===== config.mk =====
export PLATFORM = sky130hd
export DESIGN_NAME = source_text_tokenizer_core
export DESIGN_NICKNAME = d
export VERILOG_FILES = /design/src/hdl/stt_pkg.sv /design/src/hdl/stt_scan.sv /design/src/hdl/stt_emit.sv /design/src/hdl/source_text_tokenizer_core.sv
export SDC_FILE = /design/constraint.sdc
export NUM_CORES = 2
export LEC_CHECK = 0
export BUFFER_PORTS_ARGS = -buffer_cell sky130_fd_sc_hd__buf_2
export CORE_UTILIZATION = 48
export CTS_BUF_LIST = sky130_fd_sc_hd__clkbuf_16
export DETAILED_ROUTE_END_ITERATION = 7
export PLACE_DENSITY = 0.68
export SYNTH_ARGS = -nofsm -noshare
export SYNTH_HDL_FRONTEND = slang
export SYNTH_SLANG_ARGS = --single-unit
export TNS_END_PERCENT = 10

===== constraint.sdc =====
create_clock -name clk -period 7.75 [get_ports clk]
set_clock_uncertainty 0.05 [all_clocks]
set_input_delay 1.1625 -clock clk [delete_from_list [all_inputs] [get_ports clk]]
set_output_delay 1.1625 -clock clk [all_outputs]
set_load 0.05 [all_outputs]

===== src/hdl/stt_pkg.sv =====
// ----------------------------------------------------------------------------
// stt_pkg
// types and constants shared by the source text tokenizer modules
// ----------------------------------------------------------------------------
package stt_pkg;

    localparam int LINE_W = 20;
    localparam int COL_W  = 16;

    localparam logic [LINE_W-1:0] LINE_MAX = {LINE_W{1'b1}};
    localparam logic [COL_W-1:0]  COL_MAX  = {COL_W{1'b1}};

    localparam logic [2:0] MODE_IDLE   = 3'd0;
    localparam logic [2:0] MODE_NUMBER = 3'd1;
    localparam logic [2:0] MODE_IDENT  = 3'd2;
    localparam logic [2:0] MODE_STRING = 3'd3;
    localparam logic [2:0] MODE_UNDEF  = 3'd4;

    localparam logic [4:0] KIND_NUMBER = 5'd0;
    localparam logic [4:0] KIND_IDENT  = 5'd1;
    localparam logic [4:0] KIND_I8     = 5'd2;
    localparam logic [4:0] KIND_I16    = 5'd3;
    localparam logic [4:0] KIND_I32    = 5'd4;
    localparam logic [4:0] KIND_I64    = 5'd5;
    localparam logic [4:0] KIND_U8     = 5'd6;
    localparam logic [4:0] KIND_U16    = 5'd7;
    localparam logic [4:0] KIND_U32    = 5'd8;
    localparam logic [4:0] KIND_U64    = 5'd9;
    localparam logic [4:0] KIND_F32    = 5'd10;
    localparam logic [4:0] KIND_F64    = 5'd11;
    localparam logic [4:0] KIND_STRING = 5'd12;
    localparam logic [4:0] KIND_PLUS   = 5'd13;
    localparam logic [4:0] KIND_MINUS  = 5'd14;
    localparam logic [4:0] KIND_STAR   = 5'd15;
    localparam logic [4:0] KIND_SLASH  = 5'd16;
    localparam logic [4:0] KIND_EQUAL  = 5'd17;
    localparam logic [4:0] KIND_SEMI   = 5'd18;
    localparam logic [4:0] KIND_UNDEF  = 5'd19;
    localparam logic [4:0] KIND_END    = 5'd20;

    typedef struct packed {
        logic [7:0] text_byte;
        logic       end_of_text;
    } stt_in_t;

    typedef struct packed {
        logic [4:0]        token_kind;
        logic [LINE_W-1:0] token_line;
        logic [COL_W-1:0]  token_column;
        logic [4:0]        value_length;
        logic [7:0]        value_byte;
        logic [4:0]        byte_index;
        logic              last_of_token;
    } stt_out_t;

    // token header passed from the scanner to the replay side
    typedef struct packed {
        logic [4:0]        kind;
        logic [LINE_W-1:0] line;
        logic [COL_W-1:0]  column;
        logic [6:0]        count;
        logic              bank;
    } stt_tok_t;

    function automatic logic is_digit(input logic [7:0] b);
        return (b >= 8'h30) && (b <= 8'h39);
    endfunction

    function automatic logic is_alpha(input logic [7:0] b);
        return ((b >= 8'h61) && (b <= 8'h7a)) || ((b >= 8'h41) && (b <= 8'h5a));
    endfunction

    function automatic logic is_space(input logic [7:0] b);
        return (b == 8'h20) || ((b >= 8'h09) && (b <= 8'h0d));
    endfunction

    function automatic logic [4:0] sym_kind(input logic [7:0] b);
        case (b)
            8'h2b:   return KIND_PLUS;
            8'h2d:   return KIND_MINUS;
            8'h2a:   return KIND_STAR;
            8'h2f:   return KIND_SLASH;
            8'h3d:   return KIND_EQUAL;
            8'h3b:   return KIND_SEMI;
            default: return KIND_UNDEF;
        endcase
    endfunction

    // keyword match on the first three stored bytes, first byte on top
    function automatic logic [4:0] ident_kind(input logic [6:0] cnt,
                                              input logic [23:0] s);
        logic [4:0] k;
        k = KIND_IDENT;
        if (cnt == 7'd2) begin
            case (s[23:8])
                16'h6938: k = KIND_I8;
                16'h7538: k = KIND_U8;
                default:  k = KIND_IDENT;
            endcase
        end else if (cnt == 7'd3) begin
            case (s)
                24'h693136: k = KIND_I16;
                24'h693332: k = KIND_I32;
                24'h693634: k = KIND_I64;
                24'h753136: k = KIND_U16;
                24'h753332: k = KIND_U32;
                24'h753634: k = KIND_U64;
                24'h663332: k = KIND_F32;
                24'h663634: k = KIND_F64;
                default:    k = KIND_IDENT;
            endcase
        end
        return k;
    endfunction

endpackage


===== src/hdl/stt_scan.sv =====
// ----------------------------------------------------------------------------
// stt_scan
// front end: classifies bytes, tracks position, writes value bytes to a bank
// ----------------------------------------------------------------------------
module stt_scan import stt_pkg::*; #(
    parameter int MAX_VALUE = 32
) (
    input  logic            clk,
    input  logic            rst_n,
    input  logic            push,
    output logic            full,
    input  stt_in_t         in_word,
    output logic            tok_valid,
    input  logic            tok_ready,
    output stt_tok_t        tok,
    output logic            wr_en,
    output logic            wr_bank,
    output logic [5:0]      wr_addr,
    output logic [7:0]      wr_data,
    input  logic [1:0]      bank_busy
);

    localparam logic [6:0] CAP = 7'(MAX_VALUE - 1);

    logic [2:0]        mode_reg, mode_next;
    logic              dot_reg, dot_next;
    logic [6:0]        cnt_reg, cnt_next;
    logic [LINE_W-1:0] line_reg, line_next, sline_reg, sline_next;
    logic [COL_W-1:0]  col_reg, col_next, scol_reg, scol_next;
    logic              bank_reg, bank_next;
    logic [23:0]       kw_reg, kw_next;
    // pending byte that must be rehandled from idle after a token closes
    logic              redo_reg, redo_next;
    logic [7:0]        rbyte_reg, rbyte_next;
    logic              eot_reg, eot_next;

    logic [7:0] b;
    logic       work;
    logic       stall;

    // the current bank must be free and the token queue must have room
    assign stall = bank_busy[bank_reg] | ~tok_ready;
    assign full  = redo_reg | stall;
    assign work  = (redo_reg | push) & ~stall;
    assign b     = redo_reg ? rbyte_reg : in_word.text_byte;

    always_comb
    begin
        logic [COL_W-1:0] cinc;
        logic [4:0] k;
        logic       close, idle_handle, ending;
        cinc = (col_reg < COL_MAX) ? col_reg + 1'b1 : col_reg;
        mode_next = mode_reg;
        dot_next = dot_reg;
        cnt_next = cnt_reg;
        line_next = line_reg;
        col_next = col_reg;
        sline_next = sline_reg;
        scol_next = scol_reg;
        bank_next = bank_reg;
        kw_next = kw_reg;
        redo_next = redo_reg;
        rbyte_next = rbyte_reg;
        eot_next = eot_reg;
        tok_valid = 1'b0;
        tok = '0;
        wr_en = 1'b0;
        wr_bank = bank_reg;
        wr_addr = cnt_reg[5:0];
        wr_data = b;
        close = 1'b0;
        idle_handle = 1'b0;
        k = KIND_UNDEF;
        ending = redo_reg ? eot_reg : (in_word.end_of_text | (in_word.text_byte == 8'd0));
        case (mode_reg)
            MODE_NUMBER: k = KIND_NUMBER;
            MODE_IDENT:  k = ident_kind(cnt_reg, kw_reg);
            MODE_STRING: k = KIND_STRING;
            default:     k = KIND_UNDEF;
        endcase
        if (work) begin
            redo_next = 1'b0;
            eot_next = 1'b0;
            if (ending) begin
                if (mode_reg != MODE_IDLE) begin
                    close = 1'b1;
                    redo_next = 1'b1;
                    eot_next = 1'b1;
                end else begin
                    tok_valid = 1'b1;
                    tok = '{KIND_END, line_reg, col_reg, 7'd0, bank_reg};
                    bank_next = ~bank_reg;
                    line_next = 20'd1;
                    col_next = 16'd1;
                    sline_next = 20'd1;
                    scol_next = 16'd1;
                    cnt_next = 7'd0;
                    dot_next = 1'b0;
                end
            end else begin
                case (mode_reg)
                    MODE_NUMBER:
                        if (is_digit(b) || (b == 8'h2e && !dot_reg)) begin
                            if (b == 8'h2e) dot_next = 1'b1;
                            wr_en = cnt_reg < CAP;
                            col_next = cinc;
                        end else if (is_alpha(b)) begin
                            mode_next = MODE_UNDEF;
                            wr_en = cnt_reg < CAP;
                            col_next = cinc;
                        end else close = 1'b1;
                    MODE_IDENT:
                        if (is_alpha(b) || is_digit(b) || b == 8'h5f) begin
                            wr_en = cnt_reg < CAP;
                            col_next = cinc;
                        end else close = 1'b1;
                    MODE_STRING:
                    begin
                        col_next = cinc;
                        if (b == 8'h22) begin
                            tok_valid = 1'b1;
                            tok = '{KIND_STRING, sline_reg, scol_reg, cnt_reg, bank_reg};
                            bank_next = ~bank_reg;
                            mode_next = MODE_IDLE;
                            cnt_next = 7'd0;
                        end else wr_en = cnt_reg < CAP;
                    end
                    MODE_UNDEF:
                        if (!is_space(b)) begin
                            wr_en = cnt_reg < CAP;
                            col_next = cinc;
                        end else close = 1'b1;
                    default: idle_handle = 1'b1;
                endcase
                if (close) begin
                    redo_next = 1'b1;
                    eot_next = 1'b0;
                end
            end
            if (close) begin
                tok_valid = 1'b1;
                tok = '{k, sline_reg, scol_reg, cnt_reg, bank_reg};
                bank_next = ~bank_reg;
                mode_next = MODE_IDLE;
                cnt_next = 7'd0;
                rbyte_next = b;
            end
            if (idle_handle) begin
                if (b == 8'h0a) begin
                    if (line_reg < LINE_MAX) line_next = line_reg + 1'b1;
                    col_next = 16'd1;
                end else if (is_space(b)) col_next = cinc;
                else begin
                    sline_next = line_reg;
                    scol_next = col_reg;
                    dot_next = 1'b0;
                    col_next = cinc;
                    wr_addr = 6'd0;
                    if (is_digit(b)) begin
                        mode_next = MODE_NUMBER; wr_en = 1'b1; cnt_next = 7'd1;
                    end else if (is_alpha(b) || b == 8'h5f) begin
                        mode_next = MODE_IDENT; wr_en = 1'b1; cnt_next = 7'd1;
                    end else if (b == 8'h22) begin
                        mode_next = MODE_STRING; cnt_next = 7'd0;
                    end else if (sym_kind(b) != KIND_UNDEF) begin
                        wr_en = 1'b1;
                        tok_valid = 1'b1;
                        tok = '{sym_kind(b), line_reg, col_reg, 7'd1, bank_reg};
                        bank_next = ~bank_reg;
                        cnt_next = 7'd0;
                    end else begin
                        mode_next = MODE_UNDEF; wr_en = 1'b1; cnt_next = 7'd1;
                    end
                end
            end else if (wr_en) cnt_next = cnt_reg + 1'b1;
            if (wr_en && wr_addr < 6'd3 && !idle_handle)
                kw_next[23 - 8*wr_addr[1:0] -: 8] = b;
            if (wr_en && idle_handle) kw_next = {b, 16'h0};
        end
    end

    always_ff @(posedge clk or negedge rst_n)
    begin
        if (!rst_n) begin
            mode_reg <= MODE_IDLE;
            dot_reg <= 1'b0;
            cnt_reg <= 7'd0;
            line_reg <= 20'd1;
            col_reg <= 16'd1;
            sline_reg <= 20'd1;
            scol_reg <= 16'd1;
            bank_reg <= 1'b0;
            redo_reg <= 1'b0;
            eot_reg <= 1'b0;
        end else begin
            mode_reg <= mode_next;
            dot_reg <= dot_next;
            cnt_reg <= cnt_next;
            line_reg <= line_next;
            col_reg <= col_next;
            sline_reg <= sline_next;
            scol_reg <= scol_next;
            bank_reg <= bank_next;
            redo_reg <= redo_next;
            eot_reg <= eot_next;
        end
    end

    always_ff @(posedge clk)
    begin
        kw_reg <= kw_next;
        rbyte_reg <= rbyte_next;
    end

`ifndef SYNTH
    a_cnt_cap: assert property (@(posedge clk) disable iff (!rst_n) cnt_reg <= CAP)
        else $error("value count beyond capacity");
    a_redo_idle: assert property (@(posedge clk) disable iff (!rst_n)
        redo_reg |-> mode_reg == MODE_IDLE)
        else $error("rehandle pending outside idle");
    a_tok_bank: assert property (@(posedge clk) disable iff (!rst_n)
        tok_valid |=> bank_reg != $past(bank_reg))
        else $error("bank not swapped after token");
`endif

endmodule


===== src/hdl/stt_emit.sv =====
// ----------------------------------------------------------------------------
// stt_emit
// back end: two value banks, token queue, replays each token as result words
// ----------------------------------------------------------------------------
module stt_emit import stt_pkg::*; (
    input  logic       clk,
    input  logic       rst_n,
    input  logic       tok_valid,
    output logic       tok_ready,
    input  stt_tok_t   tok,
    input  logic       wr_en,
    input  logic       wr_bank,
    input  logic [5:0] wr_addr,
    input  logic [7:0] wr_data,
    output logic [1:0] bank_busy,
    output logic       empty,
    input  logic       pop,
    output stt_out_t   out_word
);

    logic [7:0] mem [0:127];
    stt_tok_t   q_reg [0:1];
    logic [1:0] qv_reg;
    logic       qh_reg;
    logic       tail;
    logic [5:0] idx_reg;
    logic       ov_reg;
    stt_tok_t   cur;
    logic [5:0] ridx;
    logic       adv, rd_go;
    logic [7:0] rd_reg;
    stt_out_t   o_reg;

    assign tok_ready = ~(qv_reg[0] & qv_reg[1]);
    assign cur = q_reg[qh_reg];
    // new token goes behind the head, or into the head slot when the queue is empty
    assign tail = qh_reg ^ qv_reg[qh_reg];
    // a bank stays busy until the read of its token's last value byte is issued
    assign bank_busy[0] = (qv_reg[0] && q_reg[0].bank == 1'b0) ||
                          (qv_reg[1] && q_reg[1].bank == 1'b0);
    assign bank_busy[1] = (qv_reg[0] && q_reg[0].bank == 1'b1) ||
                          (qv_reg[1] && q_reg[1].bank == 1'b1);
    assign empty = ~ov_reg;
    assign out_word = o_reg;
    assign rd_go = qv_reg[qh_reg] && (!ov_reg || pop);
    assign adv = rd_go && ({1'b0, idx_reg} + 7'd1 >= cur.count);
    assign ridx = idx_reg;

    always_ff @(posedge clk)
    begin
        if (wr_en) mem[{wr_bank, wr_addr}] <= wr_data;
        rd_reg <= mem[{cur.bank, ridx}];
    end

    always_ff @(posedge clk)
    begin
        if (tok_valid) q_reg[tail] <= tok;
    end

    // output word built in the cycle after the read address is issued
    logic       st_v_reg;
    stt_tok_t   st_tok_reg;
    logic [5:0] st_idx_reg;
    logic       st_last_reg;

    always_ff @(posedge clk or negedge rst_n)
    begin
        if (!rst_n) begin
            qv_reg <= 2'b00;
            qh_reg <= 1'b0;
            idx_reg <= 6'd0;
            ov_reg <= 1'b0;
            st_v_reg <= 1'b0;
        end else begin
            logic [1:0] v;
            v = qv_reg;
            st_v_reg <= 1'b0;
            if (ov_reg && pop) ov_reg <= 1'b0;
            if (st_v_reg) ov_reg <= 1'b1;
            if (rd_go && !st_v_reg) begin
                st_v_reg <= 1'b1;
                if (adv) begin
                    v[qh_reg] = 1'b0;
                    qh_reg <= ~qh_reg;
                    idx_reg <= 6'd0;
                end else idx_reg <= idx_reg + 1'b1;
            end
            if (tok_valid) v[tail] = 1'b1;
            qv_reg <= v;
        end
    end

    always_ff @(posedge clk)
    begin
        if (rd_go && !st_v_reg) begin
            st_tok_reg <= cur;
            st_idx_reg <= idx_reg;
            st_last_reg <= adv;
        end
    end

    always_ff @(posedge clk)
    begin
        if (st_v_reg) begin
            o_reg.token_kind <= st_tok_reg.kind;
            o_reg.token_line <= st_tok_reg.line;
            o_reg.token_column <= st_tok_reg.column;
            o_reg.value_length <= st_tok_reg.count[4:0];
            o_reg.value_byte <= (st_tok_reg.count == 7'd0) ? 8'd0 : rd_reg;
            o_reg.byte_index <= (st_tok_reg.count == 7'd0) ? 5'd0 : st_idx_reg[4:0];
            o_reg.last_of_token <= st_last_reg;
        end
    end

`ifndef SYNTH
    a_no_drop: assert property (@(posedge clk) disable iff (!rst_n)
        st_v_reg |-> (!ov_reg || pop))
        else $error("result word overwritten");
    a_q_full: assert property (@(posedge clk) disable iff (!rst_n)
        tok_valid |-> tok_ready)
        else $error("token pushed into full queue");
    a_idx: assert property (@(posedge clk) disable iff (!rst_n)
        qv_reg[qh_reg] && q_reg[qh_reg].count != 7'd0 |-> {1'b0, idx_reg} < q_reg[qh_reg].count)
        else $error("replay index beyond token");
`endif

endmodule


===== src/hdl/source_text_tokenizer_core.sv =====
// ----------------------------------------------------------------------------
// source_text_tokenizer_core
// cuts a byte stream into tokens and replays each as a run of result words
// ----------------------------------------------------------------------------
// One word in is one source byte. A token leaves as one result word per
// stored value byte (one word if the value is empty), each repeating kind,
// start line, start column and length. A scanner takes one byte a cycle
// while full is low and writes value bytes into one of two banks; a byte
// that closes a token is held and handled again from idle (full is high
// while it waits), and end of text behind an open token first closes that
// token and then gives the end token. The replay side does not issue a new
// value byte read while the word of the previous one is still staged; the
// scanner also stalls (full) while the bank it would write next is still
// waiting to be replayed, that is while both banks hold tokens. Results
// queue behind one output register, so a stalled pop does not lose words.
module source_text_tokenizer_core import stt_pkg::*; #(
    parameter int MAX_VALUE = 32
) (
    input  logic     clk,
    input  logic     rst_n,
    input  logic     push,
    output logic     full,
    input  stt_in_t  in_word,
    output logic     empty,
    input  logic     pop,
    output stt_out_t out_word
);

    // scanner to replay handoff
    logic       tok_valid, tok_ready;
    stt_tok_t   tok;
    logic       wr_en, wr_bank;
    logic [5:0] wr_addr;
    logic [7:0] wr_data;
    logic [1:0] bank_busy;

    stt_scan #(.MAX_VALUE(MAX_VALUE)) u_scan (
        .clk(clk), .rst_n(rst_n), .push(push), .full(full), .in_word(in_word),
        .tok_valid(tok_valid), .tok_ready(tok_ready), .tok(tok),
        .wr_en(wr_en), .wr_bank(wr_bank), .wr_addr(wr_addr), .wr_data(wr_data),
        .bank_busy(bank_busy)
    );

    stt_emit u_emit (
        .clk(clk), .rst_n(rst_n), .tok_valid(tok_valid), .tok_ready(tok_ready),
        .tok(tok), .wr_en(wr_en), .wr_bank(wr_bank), .wr_addr(wr_addr),
        .wr_data(wr_data), .bank_busy(bank_busy), .empty(empty), .pop(pop),
        .out_word(out_word)
    );

`ifndef SYNTH
    a_last_end: assert property (@(posedge clk) disable iff (!rst_n)
        !empty && out_word.token_kind == KIND_END |-> out_word.last_of_token)
        else $error("end token not single word");
    a_empty_val: assert property (@(posedge clk) disable iff (!rst_n)
        !empty && out_word.value_length == 5'd0 |-> out_word.value_byte == 8'd0)
        else $error("empty value carries a byte");
    a_pop_hold: assert property (@(posedge clk) disable iff (!rst_n)
        !empty && !pop |=> !empty)
        else $error("result dropped without pop");
`endif

endmodule

# == After elaboration in Yosys (flattened, before gate mapping) ==
# Memories as Yosys holds them, arrays and structs flattened. A register that Yosys moved wholly into a read port is not among the register bits.
# Cells that the tools add are included.
# totals
ram_bits,1122
reg_bits,243
output_inout_bits,62
memories,2
in_bits,13
elab_cells,321
# classes
n_reduce_logical,42
add_sub_neg,7
order_cmp,18
n_mux,171
n_eq_ne,32
shift,2
bitwise_logic,16
# memory_table
name,depth,width,rd,rd_ports_with_merged_regs,write_ports,line_no,text
u_emit.mem,128,8,1,1,1,stt_emit.sv:21,logic [7:0] mem [0:127];
u_emit.q_reg,2,49,3,0,1,stt_emit.sv:22,stt_tok_t q_reg [0:1];
# ops
op,count
$mux W49,12
$mux W16,14
$mux W20,10
$eq A24 B23 Y1 const B,8
$mux W7,12
$mux W1,78
$eq A8 B6 Y1 const B,9
$pmux W16 S4,1
$mux W24,2
$mux W48,1
$mux W5,9
$mux W3,12
$mux W6,6
$neg A32 Y34,1
$shift A8 B34 Y31 const A,1
$shiftx A8 B34 Y31,1
$eq A16 B15 Y1 const B,2
$pmux W4 S8,1
$pmux W5 S6,1
$bwmux W24,1
$add A20 B1 Y20 const B,1
$lt A20 B20 Y1 const B,1
$logic_and A1 B1 Y1,18
$add A16 B1 Y16 const B,1
other kinds (51),85

# == Depth between registers and ports, before layout ==
# logic_depth
word_depth,23
ltp_mapped,14
ltp_nobuf,13

# == Cells and area by module ==
# A second synthesis with hierarchy kept.
# hier_totals
hier_cells,3131
area_unflattened_um2,55042.8
# by_module_without_submodules
mod,cells_each,instances,seq_area_each_um2,area_each_um2
stt_emit,2369,1,37551.0,47929.7
stt_scan,762,1,3118.0,7113.1

# == Least setup slack after synthesis ==
# OpenSTA, ideal clock, no wires.
# synth_timing
path_type,input -> register
from,input port in_word[7] (netlist bit)
to,"memory u_emit.mem[0][6], data pin"
t_required_ns,6.469
setup_ns,1.231
setup_slack_ns,0.095
path_stages,2
path_buffers,0
t_arrival_ns,6.374
cell_sequence,inv_1 > o21ai_0
# synth_between
elab_chain_cells,1
# synth_lines
element,line_no,text
start: declaration,source_text_tokenizer_core.sv:23,"input stt_in_t in_word,"
$mux W8,stt_scan.sv:45,assign b = redo_reg ? rbyte_reg : in_word.text_byte;
via u_emit.wr_data[6],stt_emit.sv:14,"input logic [7:0] wr_data,"
end: declaration,stt_emit.sv:21,
# The timed path passes the listed nets, and every way through them passes these cells.

# == Worst setup path after layout ==
# layout_timing
from,register u_scan.redo_reg
to,memory u_emit.mem[66][7] (enable)
# layout_between
elab_chain_cells,20
elab_cells_between_ends,53
classes_between,order compare (8); eq/ne (5); mux (27); bitwise (2); reduce/logical (11)
# layout_lines
element,line_no,text
start: declaration,stt_scan.sv:33,"logic redo_reg, redo_next;"
start signal: assignment,stt_scan.sv:204,redo_reg <= redo_next;
$mux W8 *,stt_scan.sv:45,
via u_emit.wr_data[5],stt_emit.sv:14,
$ge A8 B7 Y1 or $le A8 B7 Y1 (tied branches),stt_pkg.sv:70,return ((b >= 8'h61) && (b <= 8'h7a)) || ((b >= 8'h41) && (b <= 8'h5a));
$logic_and A1 B1 Y1,stt_pkg.sv:70,
$logic_or A1 B1 Y1,stt_pkg.sv:70,
$logic_or A1 B1 Y1 (2 in a row),stt_scan.sv:113,if (is_alpha(b) || is_digit(b) || b == 8'h5f) begin
$mux W1,stt_scan.sv:113,
$pmux W1 S4,stt_scan.sv:101,case (mode_reg)
[3 not listed],--,
$mux W1,stt_scan.sv:161,end else if (is_alpha(b) || b == 8'h5f) begin
$mux W1,stt_scan.sv:159,if (is_digit(b)) begin
$mux W1,stt_scan.sv:152,end else if (is_space(b)) col_next = cinc;
$mux W1,stt_scan.sv:149,if (b == 8'h0a) begin
$mux W1,stt_scan.sv:148,if (idle_handle) begin
$mux W1 (2 in a row),stt_scan.sv:81,if (work) begin
$mux W1,stt_emit.sv:51,"if (wr_en) mem[{wr_bank, wr_addr}] <= wr_data;"
$mux W1 (implied by the code),stt_emit.sv:51,
# The timed path passes the listed nets; every way through them passes the cells marked *. The select of a mux whose other input is x is not followed.

==> metrics.md <==
| Metric | Value |
|---|---|
| Slew @ Worst Pin | `1080 ps` |
| Pint | `15.5 mW` |
| Sequential share of the synthesized area | `75.0%` |
| Post-CTS setup buffer count | `0` |
| Width of the die | `338 um` |
| Post-Syn Instances | `2696` |
| WL final | `102000 um` |
| Layout cell share with drive strength beyond 1 | `21.7%` |
| Flop pwr share | `44.7%` |
| Psw | `6.56 mW` |
| Grt ovf | `0` |
| Final period util | `73.8%` |
| Synth warn | `0` |
| Total negative slack | `0 ps` |
| Antenna fix cells | `0` |
| Clock latency on the worst-skew pair | `730 ps` |
| Synthesis-to-finish area growth | `15.6%` |
| Post-synth EDFFs | `1268` |
| Cell taking the most area after synthesis | `edfxtp_1` |
| Iteration-0 DRC Markers | `2404` |
| PostCTS Resize Cnt | `0` |
| Max Fclk | `0.175 GHz` |
| Die Area | `114000 um^2` |
| CTS tree | `built` |
| RSZ-0062 raised after global routing | `false` |
| CTS buffer count | `138` |
| DP Area | `58200 um^2` |
| Power share of the clock group | `29.2%` |
| Hold Fails Final Rpt | `0` |
| Max clock buf depth | `3` |
| CP Class | `reg2reg` |
| Post-synth top area share | `70.2%` |
| Gp weighted congestion | `0.883` |
| Total Power | `22.1 mW` |
| Starting density of the core | `48.7%` |
| Post-layout minimum cycle time | `5720 ps` |
| Startpoint types | `flip-flop` |
| # IOs | `75` |
| Vias in the first global route | `26.6k` |
| Most common library cells after synthesis | `edfxtp_1 (1268), mux4_2 (336), nor2_1 (142)` |
| CTS Sinks | `1373` |
| Global-route usage over all layers | `18.4%` |
| Chip Height | `338 um` |
| Synth Register Bits | `1373` |
| Final Max Slew Viols | `0` |
| Ranking of synthesized cells by area | `edfxtp_1 (70%), mux4_2 (14%), dfrtp_1 (4.3%)` |
| Worst endpoint required time | `8060 ps` |
| Detail Route Antenna Nets | `0` |
| Worst vdd ir | `0.279 mV` |
| Switching Share | `29.7%` |
| Async S/R FF share, synth | `7.06%` |
| Syn_area_per_cell | `20.1 um^2` |
| Largest register FFs | `1024` |
| Outcome | `completed` |
| Clock-pin slew on the worst setup and hold paths | `60 ps` |
| Number of distinct library cells after synthesis | `88` |
| Primary FF master, synth | `edfxtp_1` |
| Hold crit path type | `in2async` |
| Power Density | `352 nW/um^2` |
| Core footprint | `111000 um^2` |
| Via count | `26.5k` |
| Synthesized area | `54200 um^2` |
| P_leak | `21.7 nW` |
| IO Port Bufs | `74` |
| Largest net degree at the start of global routing | `159` |
| Rows | `122` |
| Vias per inst | `5.37` |
| Worst EP arrival | `6030 ps` |
| First-pass GRT wire length | `159000 um` |
| Initial antenna violation count | `3` |
| Slew margin rel. | `27.7%` |
| Root Buffer | `clkbuf_16` |
| HPWL after detailed placement | `59800 um` |
| Drt first pass iters | `7` |
| Crit-path max FO | `44` |
| WL/cell | `20.7 um` |
| DRC viols | `0` |
| Post-route cell area | `62700 um^2` |
| Final setup violation count | `0` |
| Max-cap viol count | `0` |
| Cell with the most instances after synthesis | `edfxtp_1` |
| H-tree depth | `4` |
| # hold bufs at CTS | `0` |
| # nets final | `3363` |
| Logic pwr share | `26.1%` |
| Critical path endpoint category | `flip-flop` |
## cell usage in the layout (no fill, tap or decap), types with 30 or more instances in the layout
cell	instances
a22o_1	71
nor2_1	140
nand2_1	95
dfrtp_1	86
edfxtp_1	1268
clkinv_2	31
o21ai_0	42
conb_1	528
buf_4	34
inv_1	51
buf_2	73
nor3_1	31
a21oi_1	65
clkbuf_16	142
nor2b_1	30
mux4_2	336
mux2_2	54
## critical path, stage by stage (launching register included)
cell and delay [ps]:
dfrtp_1 320, buf_4 350, mux2i_1 460, clkinv_2 730, o21ai_1 580, o32ai_2 270, nor3_1 230, a211oi_1 130
a21oi_2 370, nand4_1 860, nor2_1 940
## metrics by stage
| stage | std cells | hold WS, ps | utilization (%) | setup WS (ps) |
|---|---|---|---|---|
| 3_5_place_dp | 4680 | 355 | 52.3 | 1550 |
| 4_1_cts | 4931 | 246 | 56.3 | 2030 |
| 2_1_floorplan | 3223 | 350 | - | 95.1 |
| 6_report | 4931 | 286 | 56.3 | 2030 |
| 5_1_grt | 4931 | 275 | 56.3 | 1710 |
| 3_3_place_gp | 4680 | 352 | 52.3 | 1600 |
## area by class of cell
cell class                 count  area [um^2]
fill                        8448        48600
sequential                  1373        40700
multi-input combinational   1679        14900
clock buffer                 142         3550
tap                         1488         1860
clock inverter               109          873
timing repair buffer         110          681
inverter                      30          119
## logic make-up after synthesis
| family | count (synthesis) | synth area share [%] |
|---|---|---|
| flops | 1373 | 75.0 |
| mux | 406 | 15.5 |
| simple gates | 445 | 4.09 |
| buf+inv | 171 | 1.31 |
| other cells | 1 | 0.00692 |
| fa+ha+maj | 18 | 0.415 |
| xor+xnor | 10 | 0.162 |
| compound gates | 272 | 3.53 |
## layer usage
layer  routed length (um)  track usage [%]  up-vias
met4                 2100             5.18        0
met3                 6000             3.31      148
li1                     -                -    11900
met1                43600             25.5    13700
met5                    0                0        -
met2                50500             30.2      789
## path summary, 6_finish.rpt
| path | end | slack, ps | depth (start not counted) | start |
|---|---|---|---|---|
| worst max-delay path | u_emit.mem[66][7]$_DFFE_PP_ | 2030 | 10 | u_scan.redo_reg$_DFFE_PN0P_ |
| min in group clk | u_emit.out_word[52]$_DFFE_PP_ | 370 | 0 | u_emit.st_tok_reg[41]$_DFFE_PP_ |
| worst min-delay path | u_scan.scol_reg[9]$_DFFE_PN0P_ | 290 | 1 | rst_n |
| worst min register to register | u_emit.out_word[52]$_DFFE_PP_ | 370 | 0 | u_emit.st_tok_reg[41]$_DFFE_PP_ |
| worst max register to register | u_emit.mem[66][7]$_DFFE_PP_ | 2030 | 10 | u_scan.redo_reg$_DFFE_PN0P_ |
| max in group asynchronous | u_emit.idx_reg[2]$_DFFE_PN0P_ | 5860 | 2 | rst_n |
## power groups by stage
stage	clock, mW	sequential (mW)	combinational (mW)
finish	6.44	9.86	5.77
global route	6.87	9.97	6.21
CTS	6.59	9.88	5.89
detailed placement	0	10.0	5.87
global placement	0	10.0	5.84
floorplan	0	10.2	3.90
No activity file was read; power rests on OpenSTA's default activity.
